**src/rtl/core/rgb_to_hsl_converter_core_defines.svh**
```systemverilog
// assertion macros for the rgb to hsl converter core
`ifndef RGB_TO_HSL_CONVERTER_CORE_DEFINES_SVH
`define RGB_TO_HSL_CONVERTER_CORE_DEFINES_SVH

// condition must hold at every edge out of reset
`define R2H_ASSERT(lbl, clk, rst_n, cond) \
  lbl: assert property (@(posedge clk) disable iff (!rst_n) (cond)) \
    else $error("assertion failed");

// consequent must hold in the cycle after the antecedent
`define R2H_ASSERT_NEXT(lbl, clk, rst_n, ante, cons) \
  lbl: assert property (@(posedge clk) disable iff (!rst_n) (ante) |=> (cons)) \
    else $error("assertion failed");

`endif

```
**src/rtl/core/r2h_pkg.sv**
```systemverilog
// package with payload types and constants of the rgb to hsl converter
`default_nettype none
package r2h_pkg;

  localparam int unsigned DivSteps = 15;
  localparam logic [8:0] FullSum = 9'd510;
  localparam logic [8:0] HalfSum = 9'd255;
  localparam logic signed [15:0] HueScale = 16'sd3840;

  typedef enum logic [1:0] {
    SectRed   = 2'd0,
    SectGreen = 2'd1,
    SectBlue  = 2'd2
  } sector_e;

  typedef struct packed {
    logic [7:0] red;
    logic [7:0] green;
    logic [7:0] blue;
    logic [7:0] opacity;
  } pixel_in_t;

  typedef struct packed {
    logic signed [15:0] hue_deg_q6;
    logic [12:0]        saturation_q12;
    logic [8:0]         lightness_sum;
    logic [7:0]         opacity_out;
  } pixel_out_t;

endpackage
`default_nettype wire

```
**src/rtl/core/rgb_to_hsl_converter_core.sv**
```systemverilog
// top level of the rgb to hsl converter, a fully pipelined datapath
//
// input channel: in_valid_i / in_ready_o carry one rgba item per handshake
// output channel: out_valid_o / out_ready_i carry one hsl item per handshake
// stages from input accept to output valid: one min/max stage loaded at the
// accept edge, one setup stage, fifteen radix-2 divider stages shared by hue
// and saturation, one output register
// throughput: one item per cycle; every stage advances together
// when the receiver stalls, the whole pipeline holds and in_ready_o drops
// while the output register is full and not taken; nothing is lost or repeated
// reset: all valid bits clear, the pipeline is empty and ready at once
// no state links items, so every item is converted on its own
`default_nettype none
`include "rgb_to_hsl_converter_core_defines.svh"
module rgb_to_hsl_converter_core (
  input  wire logic               clk_i,
  input  wire logic               rst_ni,
  input  wire logic               in_valid_i,
  output logic                    in_ready_o,
  input  wire r2h_pkg::pixel_in_t in_data_i,
  output logic                    out_valid_o,
  input  wire logic               out_ready_i,
  output r2h_pkg::pixel_out_t     out_data_o
);
  import r2h_pkg::*;

  typedef struct packed {
    logic [7:0] mx;
    logic [7:0] mn;
    sector_e    sect;
    logic [7:0] red;
    logic [7:0] green;
    logic [7:0] blue;
    logic [7:0] opacity;
  } stage_a_t;

  typedef struct packed {
    logic [7:0]  hrem;
    logic [14:0] hnq;
    logic [7:0]  hdiv;
    logic [7:0]  srem;
    logic [14:0] snq;
    logic [7:0]  sdiv;
    logic        grey;
    logic        satzero;
    logic [8:0]  sum;
    logic [7:0]  opacity;
  } div_t;

  function automatic logic [22:0] div_step(input logic [7:0] rem, input logic [14:0] nq,
                                           input logic [7:0] dv);
    logic [8:0] r2;
    logic [8:0] diff;
    r2   = {rem, nq[14]};
    diff = r2 - {1'b0, dv};
    if (r2 >= {1'b0, dv}) begin
      return {diff[7:0], nq[13:0], 1'b1};
    end else begin
      return {r2[7:0], nq[13:0], 1'b0};
    end
  endfunction

  logic                adv;
  logic                a_valid_q;
  stage_a_t            a_q, a_d;
  logic [DivSteps:0]   dv_valid_q;
  div_t                dv_q [DivSteps+1];
  div_t                dv0_d;
  div_t                dv_d [1:DivSteps];
  logic                out_valid_q;
  pixel_out_t          out_q, out_d;

  assign adv        = !out_valid_q || out_ready_i;
  assign in_ready_o = adv;

  // min, max and hue sector
  always_comb begin
    logic [7:0] mx;
    logic [7:0] mn;
    mx = in_data_i.red;
    mn = in_data_i.red;
    if (in_data_i.green > mx) mx = in_data_i.green;
    if (in_data_i.blue > mx)  mx = in_data_i.blue;
    if (in_data_i.green < mn) mn = in_data_i.green;
    if (in_data_i.blue < mn)  mn = in_data_i.blue;
    a_d.mx      = mx;
    a_d.mn      = mn;
    a_d.red     = in_data_i.red;
    a_d.green   = in_data_i.green;
    a_d.blue    = in_data_i.blue;
    a_d.opacity = in_data_i.opacity;
    if (mx == in_data_i.red && mx != in_data_i.green) begin
      a_d.sect = SectRed;
    end else if (mx == in_data_i.green && mx != in_data_i.blue) begin
      a_d.sect = SectGreen;
    end else begin
      a_d.sect = SectBlue;
    end
  end

  // divider setup
  always_comb begin
    logic [7:0]  d;
    logic [8:0]  sum;
    logic [8:0]  rest;
    logic [10:0] d11;
    logic [10:0] u;
    logic [22:0] hn;
    logic [19:0] sn;
    logic [7:0]  den;
    d    = a_q.mx - a_q.mn;
    sum  = {1'b0, a_q.mx} + {1'b0, a_q.mn};
    rest = FullSum - sum;
    d11  = {3'b0, d};
    case (a_q.sect)
      SectRed:   u = {3'b0, a_q.green} + d11 - {3'b0, a_q.blue};
      SectGreen: u = (d11 * 11'd3) + {3'b0, a_q.blue} - {3'b0, a_q.red};
      default:   u = (d11 * 11'd5) + {3'b0, a_q.red} - {3'b0, a_q.green};
    endcase
    hn  = ({12'b0, u} << 12) - ({12'b0, u} << 8);
    sn  = {d, 12'b0};
    den = (sum < HalfSum) ? sum[7:0] : rest[7:0];
    dv0_d.grey    = (d == 8'd0);
    dv0_d.satzero = (sum == 9'd0) || (sum == FullSum);
    dv0_d.hrem    = hn[22:15];
    dv0_d.hnq     = hn[14:0];
    dv0_d.hdiv    = (d == 8'd0) ? 8'd1 : d;
    dv0_d.srem    = {3'b0, sn[19:15]};
    dv0_d.snq     = sn[14:0];
    dv0_d.sdiv    = (den == 8'd0) ? 8'd1 : den;
    dv0_d.sum     = sum;
    dv0_d.opacity = a_q.opacity;
  end

  // one quotient bit per stage
  always_comb begin
    for (int k = 1; k <= DivSteps; k++) begin
      logic [22:0] hs;
      logic [22:0] ss;
      hs          = div_step(dv_q[k-1].hrem, dv_q[k-1].hnq, dv_q[k-1].hdiv);
      ss          = div_step(dv_q[k-1].srem, dv_q[k-1].snq, dv_q[k-1].sdiv);
      dv_d[k]      = dv_q[k-1];
      dv_d[k].hrem = hs[22:15];
      dv_d[k].hnq  = hs[14:0];
      dv_d[k].srem = ss[22:15];
      dv_d[k].snq  = ss[14:0];
    end
  end

  // result formatting
  always_comb begin
    out_d.hue_deg_q6     = dv_q[DivSteps].grey ? 16'sd0
                         : $signed({1'b0, dv_q[DivSteps].hnq}) - HueScale;
    out_d.saturation_q12 = dv_q[DivSteps].satzero ? 13'd0 : dv_q[DivSteps].snq[12:0];
    out_d.lightness_sum  = dv_q[DivSteps].sum;
    out_d.opacity_out    = dv_q[DivSteps].opacity;
  end

  always_ff @(posedge clk_i or negedge rst_ni) begin
    if (!rst_ni) begin
      a_valid_q   <= 1'b0;
      dv_valid_q  <= '0;
      out_valid_q <= 1'b0;
    end else if (adv) begin
      a_valid_q   <= in_valid_i;
      dv_valid_q  <= {dv_valid_q[DivSteps-1:0], a_valid_q};
      out_valid_q <= dv_valid_q[DivSteps];
    end
  end

  always_ff @(posedge clk_i) begin
    if (adv) begin
      a_q     <= a_d;
      out_q   <= out_d;
      dv_q[0] <= dv0_d;
      for (int k = 1; k <= DivSteps; k++) begin
        dv_q[k] <= dv_d[k];
      end
    end
  end

  assign out_valid_o = out_valid_q;
  assign out_data_o  = out_q;

  `R2H_ASSERT(sat_range_a, clk_i, rst_ni,
              !out_valid_q || out_q.saturation_q12 <= 13'd4096)
  `R2H_ASSERT(hue_range_a, clk_i, rst_ni,
              !out_valid_q || (out_q.hue_deg_q6 >= -16'sd3840 &&
                               out_q.hue_deg_q6 <= 16'sd19200))
  `R2H_ASSERT_NEXT(stall_hold_a, clk_i, rst_ni,
                   out_valid_q && !out_ready_i,
                   out_valid_q && !in_ready_o == !out_ready_i)

endmodule
`default_nettype wire

```
**config.mk**
```make
export PLATFORM = sky130hd
export DESIGN_NAME = rgb_to_hsl_converter_core
export DESIGN_NICKNAME = d
export VERILOG_FILES = /design/src/rtl/core/r2h_pkg.sv /design/src/rtl/core/rgb_to_hsl_converter_core.sv
export VERILOG_INCLUDE_DIRS = /design/src /design/src/rtl/core
export SDC_FILE = /design/constraint.sdc
export NUM_CORES = 2
export LEC_CHECK = 0
export BUFFER_PORTS_ARGS = -buffer_cell sky130_fd_sc_hd__buf_4
export CAP_MARGIN = 10
export CORE_ASPECT_RATIO = 0.5
export CORE_UTILIZATION = 25
export CTS_CLUSTER_DIAMETER = 50
export DETAILED_ROUTE_END_ITERATION = 12
export PLACE_DENSITY = 0.42
export SLEW_MARGIN = 25
export SYNTH_ARGS = -nofsm -noshare
export SYNTH_HDL_FRONTEND = slang
export SYNTH_SLANG_ARGS = --single-unit
```
**constraint.sdc**
```tcl
create_clock -name clk_i -period 95.9 [get_ports clk_i]
set_input_delay 28.77 -clock clk_i [delete_from_list [all_inputs] [get_ports clk_i]]
set_output_delay 28.77 -clock clk_i [all_outputs]
set_load 0.02 [all_outputs]
```
* Word-level counts from Yosys, hierarchy flattened
Memories as Yosys holds them, arrays and structs flattened.
Index checks and enable logic that the tools add are counted.
** Cells by class
- Muxes and demuxes :: 41
- Add/subtract/negate cells :: 41
- Divide/modulo/power cells :: 0
- Bitwise logic cells :: 0
- Equality and inequality tests :: 6
- Shift operators :: 0
- $lt $le $gt $ge :: 35
- Reductions and logical operators :: 9
- Multiply operators :: 2
** Operators with widths (count)
- $mux 23 :: 30
- $ge 9x8->1 :: 30
- $sub 8x8->8 :: 31
- $mux 8 :: 7
- $sub 23x19->23 :: 1
- $pmux 11 s2 :: 1
- $sub 11x8->11 :: 2
- $add 8x8->9 :: 2
- $eq 8x8->1 :: 2
- $gt 8x8->1 :: 2
- $logic_not 8->1 :: 2
- $lt 8x8->1 :: 2
- $ne 8x8->1 :: 2
- $sub 15x12->16 const B :: 1
- $add 10x8->11 :: 1
- $add 11x8->11 :: 1
- $mul 8x3->11 const B :: 1
- $mul 8x2->10 const B :: 1
- $sub 9x8->10 :: 1
- $eq 9x9->1 const B :: 1
- $logic_not 9->1 :: 1
- $lt 9x8->1 const B :: 1
- $sub 8x8->8 const A :: 1
- $eq 2x1->1 const B :: 1
- 6 further kinds :: 9
** Storage, ports and cells
- Memories kept :: 1
- Register bits :: 114
- Output and inout bits :: 48
- Memory bits (read-only) :: 0
- Logic and storage cells :: 149
- RAM bits :: 1296
- Bits of input ports :: 36
- Latch bits :: 0
** Memories
- dv_q :: words 16, width 81, rd ports 16, clocked after Yosys merged registers in 0, write ports 16, line rgb_to_hsl_converter_core.sv:67 : div_t dv_q [DivSteps+1];

* Logic depth before layout (Yosys ltp)
- Depth in word-level cells :: 7
- Gate-level depth with buffers :: 27
- Gate-level depth less buffers :: 27

* Worst setup path before layout
OpenSTA, ideal clock, no wires.
- Kind :: in2out
- From :: input out_ready_i
- To :: output in_ready_o
- Required time :: 67130 ps
- Cell stages on the path :: 3
- Arrival time :: 59638 ps
- Buffers on the path :: 2
- Slack :: 7492 ps
- Path through :: nand2b_1 -> clkbuf_1 -> buf_1
** Between the ends
- Word-level cells in the longest chain between the ends :: 1
** Ends and longest elaborated chain
- start, declared :: line rgb_to_hsl_converter_core.sv:22 : input wire logic out_ready_i,
- $logic_or 1x1->1 :: line rgb_to_hsl_converter_core.sv:73 : assign adv = !out_valid_q || out_ready_i;
- end, declared :: line rgb_to_hsl_converter_core.sv:19 : output logic in_ready_o,
Every way passes these cells.

* Final worst setup path
Same ends and word-level chain as after synthesis.

==> flow_summary_export.csv <==
group,metric,value,unit
status,status,"finished, final reports clean",
logic_synthesis,yosys_warnings,0,
final_layout,final_net_count,4210,
routing,remaining_drc_errors,0,
timing,maxSlewViolCount,0,
die,horizontal_die_dimension,644,um
logic_synthesis,synth_top_cell_area_share,65.3,%
setup_path,critical_path_class,"input port to output pin",
setup_path,worstPathCellList,"buf_4 -> nand2b_4 -> buf_4",
clock_network,max_buffers_root_to_sink,3,
final_layout,area_delta_synth_final,16.1,%
die,die_height,323,um
timing,worst_pin_slew,1.01,ns
grt,grt_pass1_vias,27608,
routing,detail-route-antenna-nets,0,
grt,grt_start_max_net_pins,183,
place,dp_hpwl,60100,um
timing,setup-violations-final,0,
logic_synthesis,synth-seq-cells,1137,
setup_path,worst_setup_path_startpoint,"out_ready_i",
final_layout,post-route-cell-area,59800,sq um
final_layout,post_route_cells_drive_above_1_share,12.0,%
setup_path,critical-path-slowest-cell,"nand2b_4",
logic_synthesis,yosysSeqAreaShare,66.1,%
logic_synthesis,synth_fp_nets,4008,
final_layout,final.fill_count,20464,
place,place.detailed.instances,6398,
clock_network,clkLatencyLatePin,0.74,ns
grt,grt_overflow,0,
timing,worst_slew_margin_relative_to_its_limit,31.9,%
setup_path,endpoint_kind,"output pin",
clock_network,postCtsHoldBufs,0,
flow_run,timing.max_cap.violations,0,
timing,fin_setup_tns,0,ns
grt,grt_use_total,8.45,%
place,detailedPlace.worstSlack,37.58,ns
logic_synthesis,yosysUniqueCellTypes,72,
logic_synthesis,number_of_synthesized_flops_with_an_enable_pin,1119,
min_path,hold_path.class,"flip-flop to flip-flop",
clock_network,cts_buffers,118,
setup_path,r2r_start,"a_q[35]$_DFFE_PP_",
setup_path,critPathMaxStageDelay,0.35,ns
timing,grt_setup_unrepaired,"no",
timing,final.setup.worst_slack,37.60,ns
setup_path,cp-start-kind,"input port",
setup_path,critical_path_s_most_frequent_cell,"buf_4",
routing,final_wirelength,87700,um
setup_path,r2r-end,"dv_q[0][80]$_DFFE_PP_",
die,placementRows,117,
die,dieArea,208000,sq um
logic_synthesis,async_flop_share,1.58,%
logic_synthesis,syn-instance-count,3580,
die,boundaryPins,84,
routing,drt-pass1-iter-count,6,
die,design.core.area,204000,sq um
place,io_buffers,83,
setup_path,cp_max_fo,27,
clock_network,clock_sinks,1137,
die,initial_standard_cell_utilization_of_the_core,25.2,%
clock_network,path_clk_slew,0.06,ns
routing,detailedRoute.firstIterationViolations,1191,
timing,finalCritPeriodShare,60.8,%
clock_network,cts_tree,"done",
timing,final_critical_path_time_including_i_o_delays_and_setup,58.30,ns
logic_synthesis,syn-mean-instance-area,14.4,sq um
place,place_congestion,0.805,
routing,detailroute.via_count,26572,
logic_synthesis,post_synth_instance_area,51500,sq um
timing,fmaxAchievable,17.2,MHz
final_layout,diodes,0,
final_layout,instances_no_fill,6622,
logic_synthesis,largest_cells_by_area_after_synthesis,"edfxtp_1 65%, ha_1 8.1%, inv_1 3.6%",
setup_path,worst_ep_required,67.13,ns
timing,report.final.hold_viol_count,0,
logic_synthesis,post-synth-top-area-cell,"edfxtp_1",
logic_synthesis,yosys_most_used_dff,"edfxtp_1",
clock_network,cts_setup_buffers,0,
setup_path,arrival,29.53,ns
grt,global_route_wire_length_before_repair,144000,um
setup_path,reg2reg_slack,89.05,ns
logic_synthesis,yosys-top-cells-count,"1119 x edfxtp_1, 491 x inv_1, 332 x ha_1, 289 x nor2_1, 170 x o21ai_0",
grt,antenna_found_initial,1,
timing,clock_skew,0.0548,ns
place,placed_cell_area,55600,sq um
routing,route.detailed.wl_per_inst,13.2,um
clock_network,clock-root-buffer,"clkbuf_16",
clock_network,post_cts_resize_count,0,
setup_path,reg2regPathDepth,23,
logic_synthesis,most_common_cell_in_the_netlist,"edfxtp_1",
setup_path,crit_path_end,"in_ready_o",
clock_network,ctsHtreeMaxLevel,3,
routing,detail_route.vias_per_cell,4.01,
metal layers:
metal | GRT usage, % | vias to the layer above | wire length [um]
met5 | 0 | - | 0
met4 | 2.97 | 0 | 2680
met3 | 1.75 | 181 | 3120
met2 | 14.5 | 298 | 41300
met1 | 10.5 | 12779 | 40500
li1 | - | 13314 | -
final cells by class:
cell class | count | area, sq um | area share (%)
clock buffer | 142 | 3150 | 5.27
tap | 2737 | 3420 | 5.73
clock inverter | 81 | 970 | 1.62
multi-input combinational | 1933 | 15500 | 26.0
sequential | 1137 | 34100 | 57.0
timing repair buffer | 101 | 823 | 1.38
inverter | 491 | 1840 | 3.08
worst max-delay path, delay by kind of cell:
kind / cells / cell delay, ns
buffers and inverters: 2 / 0.40
and+or+nand+nor: 1 / 0.35
cells in the final DEF (no fill, tap or decap), types with 15 or more instances in the layout:
cell / instances
edfxtp_1: 1119
a21o_1: 42
mux2_2: 155
ha_1: 332
clkinv_1: 23
inv_1: 491
nor2_1: 289
a21boi_0: 81
fa_1: 60
nand4_1: 48
clkbuf_16: 122
o21ai_0: 170
xor2_1: 66
nor2b_1: 87
xnor2_1: 109
clkinv_2: 15
dfrtp_1: 18
mux2i_1: 50
clkbuf_1: 18
nand2_1: 101
a311oi_1: 27
nand3_1: 33
a21oi_1: 96
nand2b_1: 42
buf_4: 95
worst min path at each step:
| stage | to | startpoint | cells past startpoint | slack [ns] |
|---|---|---|---|---|
| floorplan | dv_q[0][0]$_DFFE_PP_ | a_q[0]$_DFFE_PP_ | 0 | 0.40 |
| global placement | dv_q[0][324]$_DFFE_PP_ | dv_q[0][243]$_DFFE_PP_ | 0 | 0.40 |
| detailed placement | dv_q[0][122]$_DFFE_PP_ | dv_q[0][40]$_DFFE_PP_ | 0 | 0.40 |
| CTS | dv_q[0][420]$_DFFE_PP_ | dv_q[0][339]$_DFFE_PP_ | 0 | 0.39 |
| global route | dv_q[0][630]$_DFFE_PP_ | dv_q[0][548]$_DFFE_PP_ | 0 | 0.40 |
| finish | dv_q[0][630]$_DFFE_PP_ | dv_q[0][548]$_DFFE_PP_ | 0 | 0.40 |
stage by stage:
step / util, % / hold slack (ns)
2_1_floorplan: - / 0.400
3_3_place_gp: 27.3 / 0.400
3_5_place_dp: 27.3 / 0.405
4_1_cts: 29.3 / 0.393
5_1_grt: 29.3 / 0.397
6_report: 29.3 / 0.396
cells by family after synthesis:
| kind of cell | Yosys count | share of synthesized area [%] |
|---|---|---|
| mux | 206 | 4.39 |
| fa+ha+maj | 393 | 10.4 |
| xor+xnor | 176 | 3.01 |
| buf+inv | 510 | 3.74 |
| simple gates | 655 | 6.05 |
| flops | 1137 | 66.1 |
| compound gates | 503 | 6.25 |
sequential cells by signal, indices dropped and copies added (netlist names):
register	count
out_data_o	46
out_valid_o	1
dv_q	1023
dv_valid_q	16
a_valid_q	1
a_q	50
Power is not shown: default switching activity piles up to over one toggle a cycle in this logic, so the estimate is an artifact.
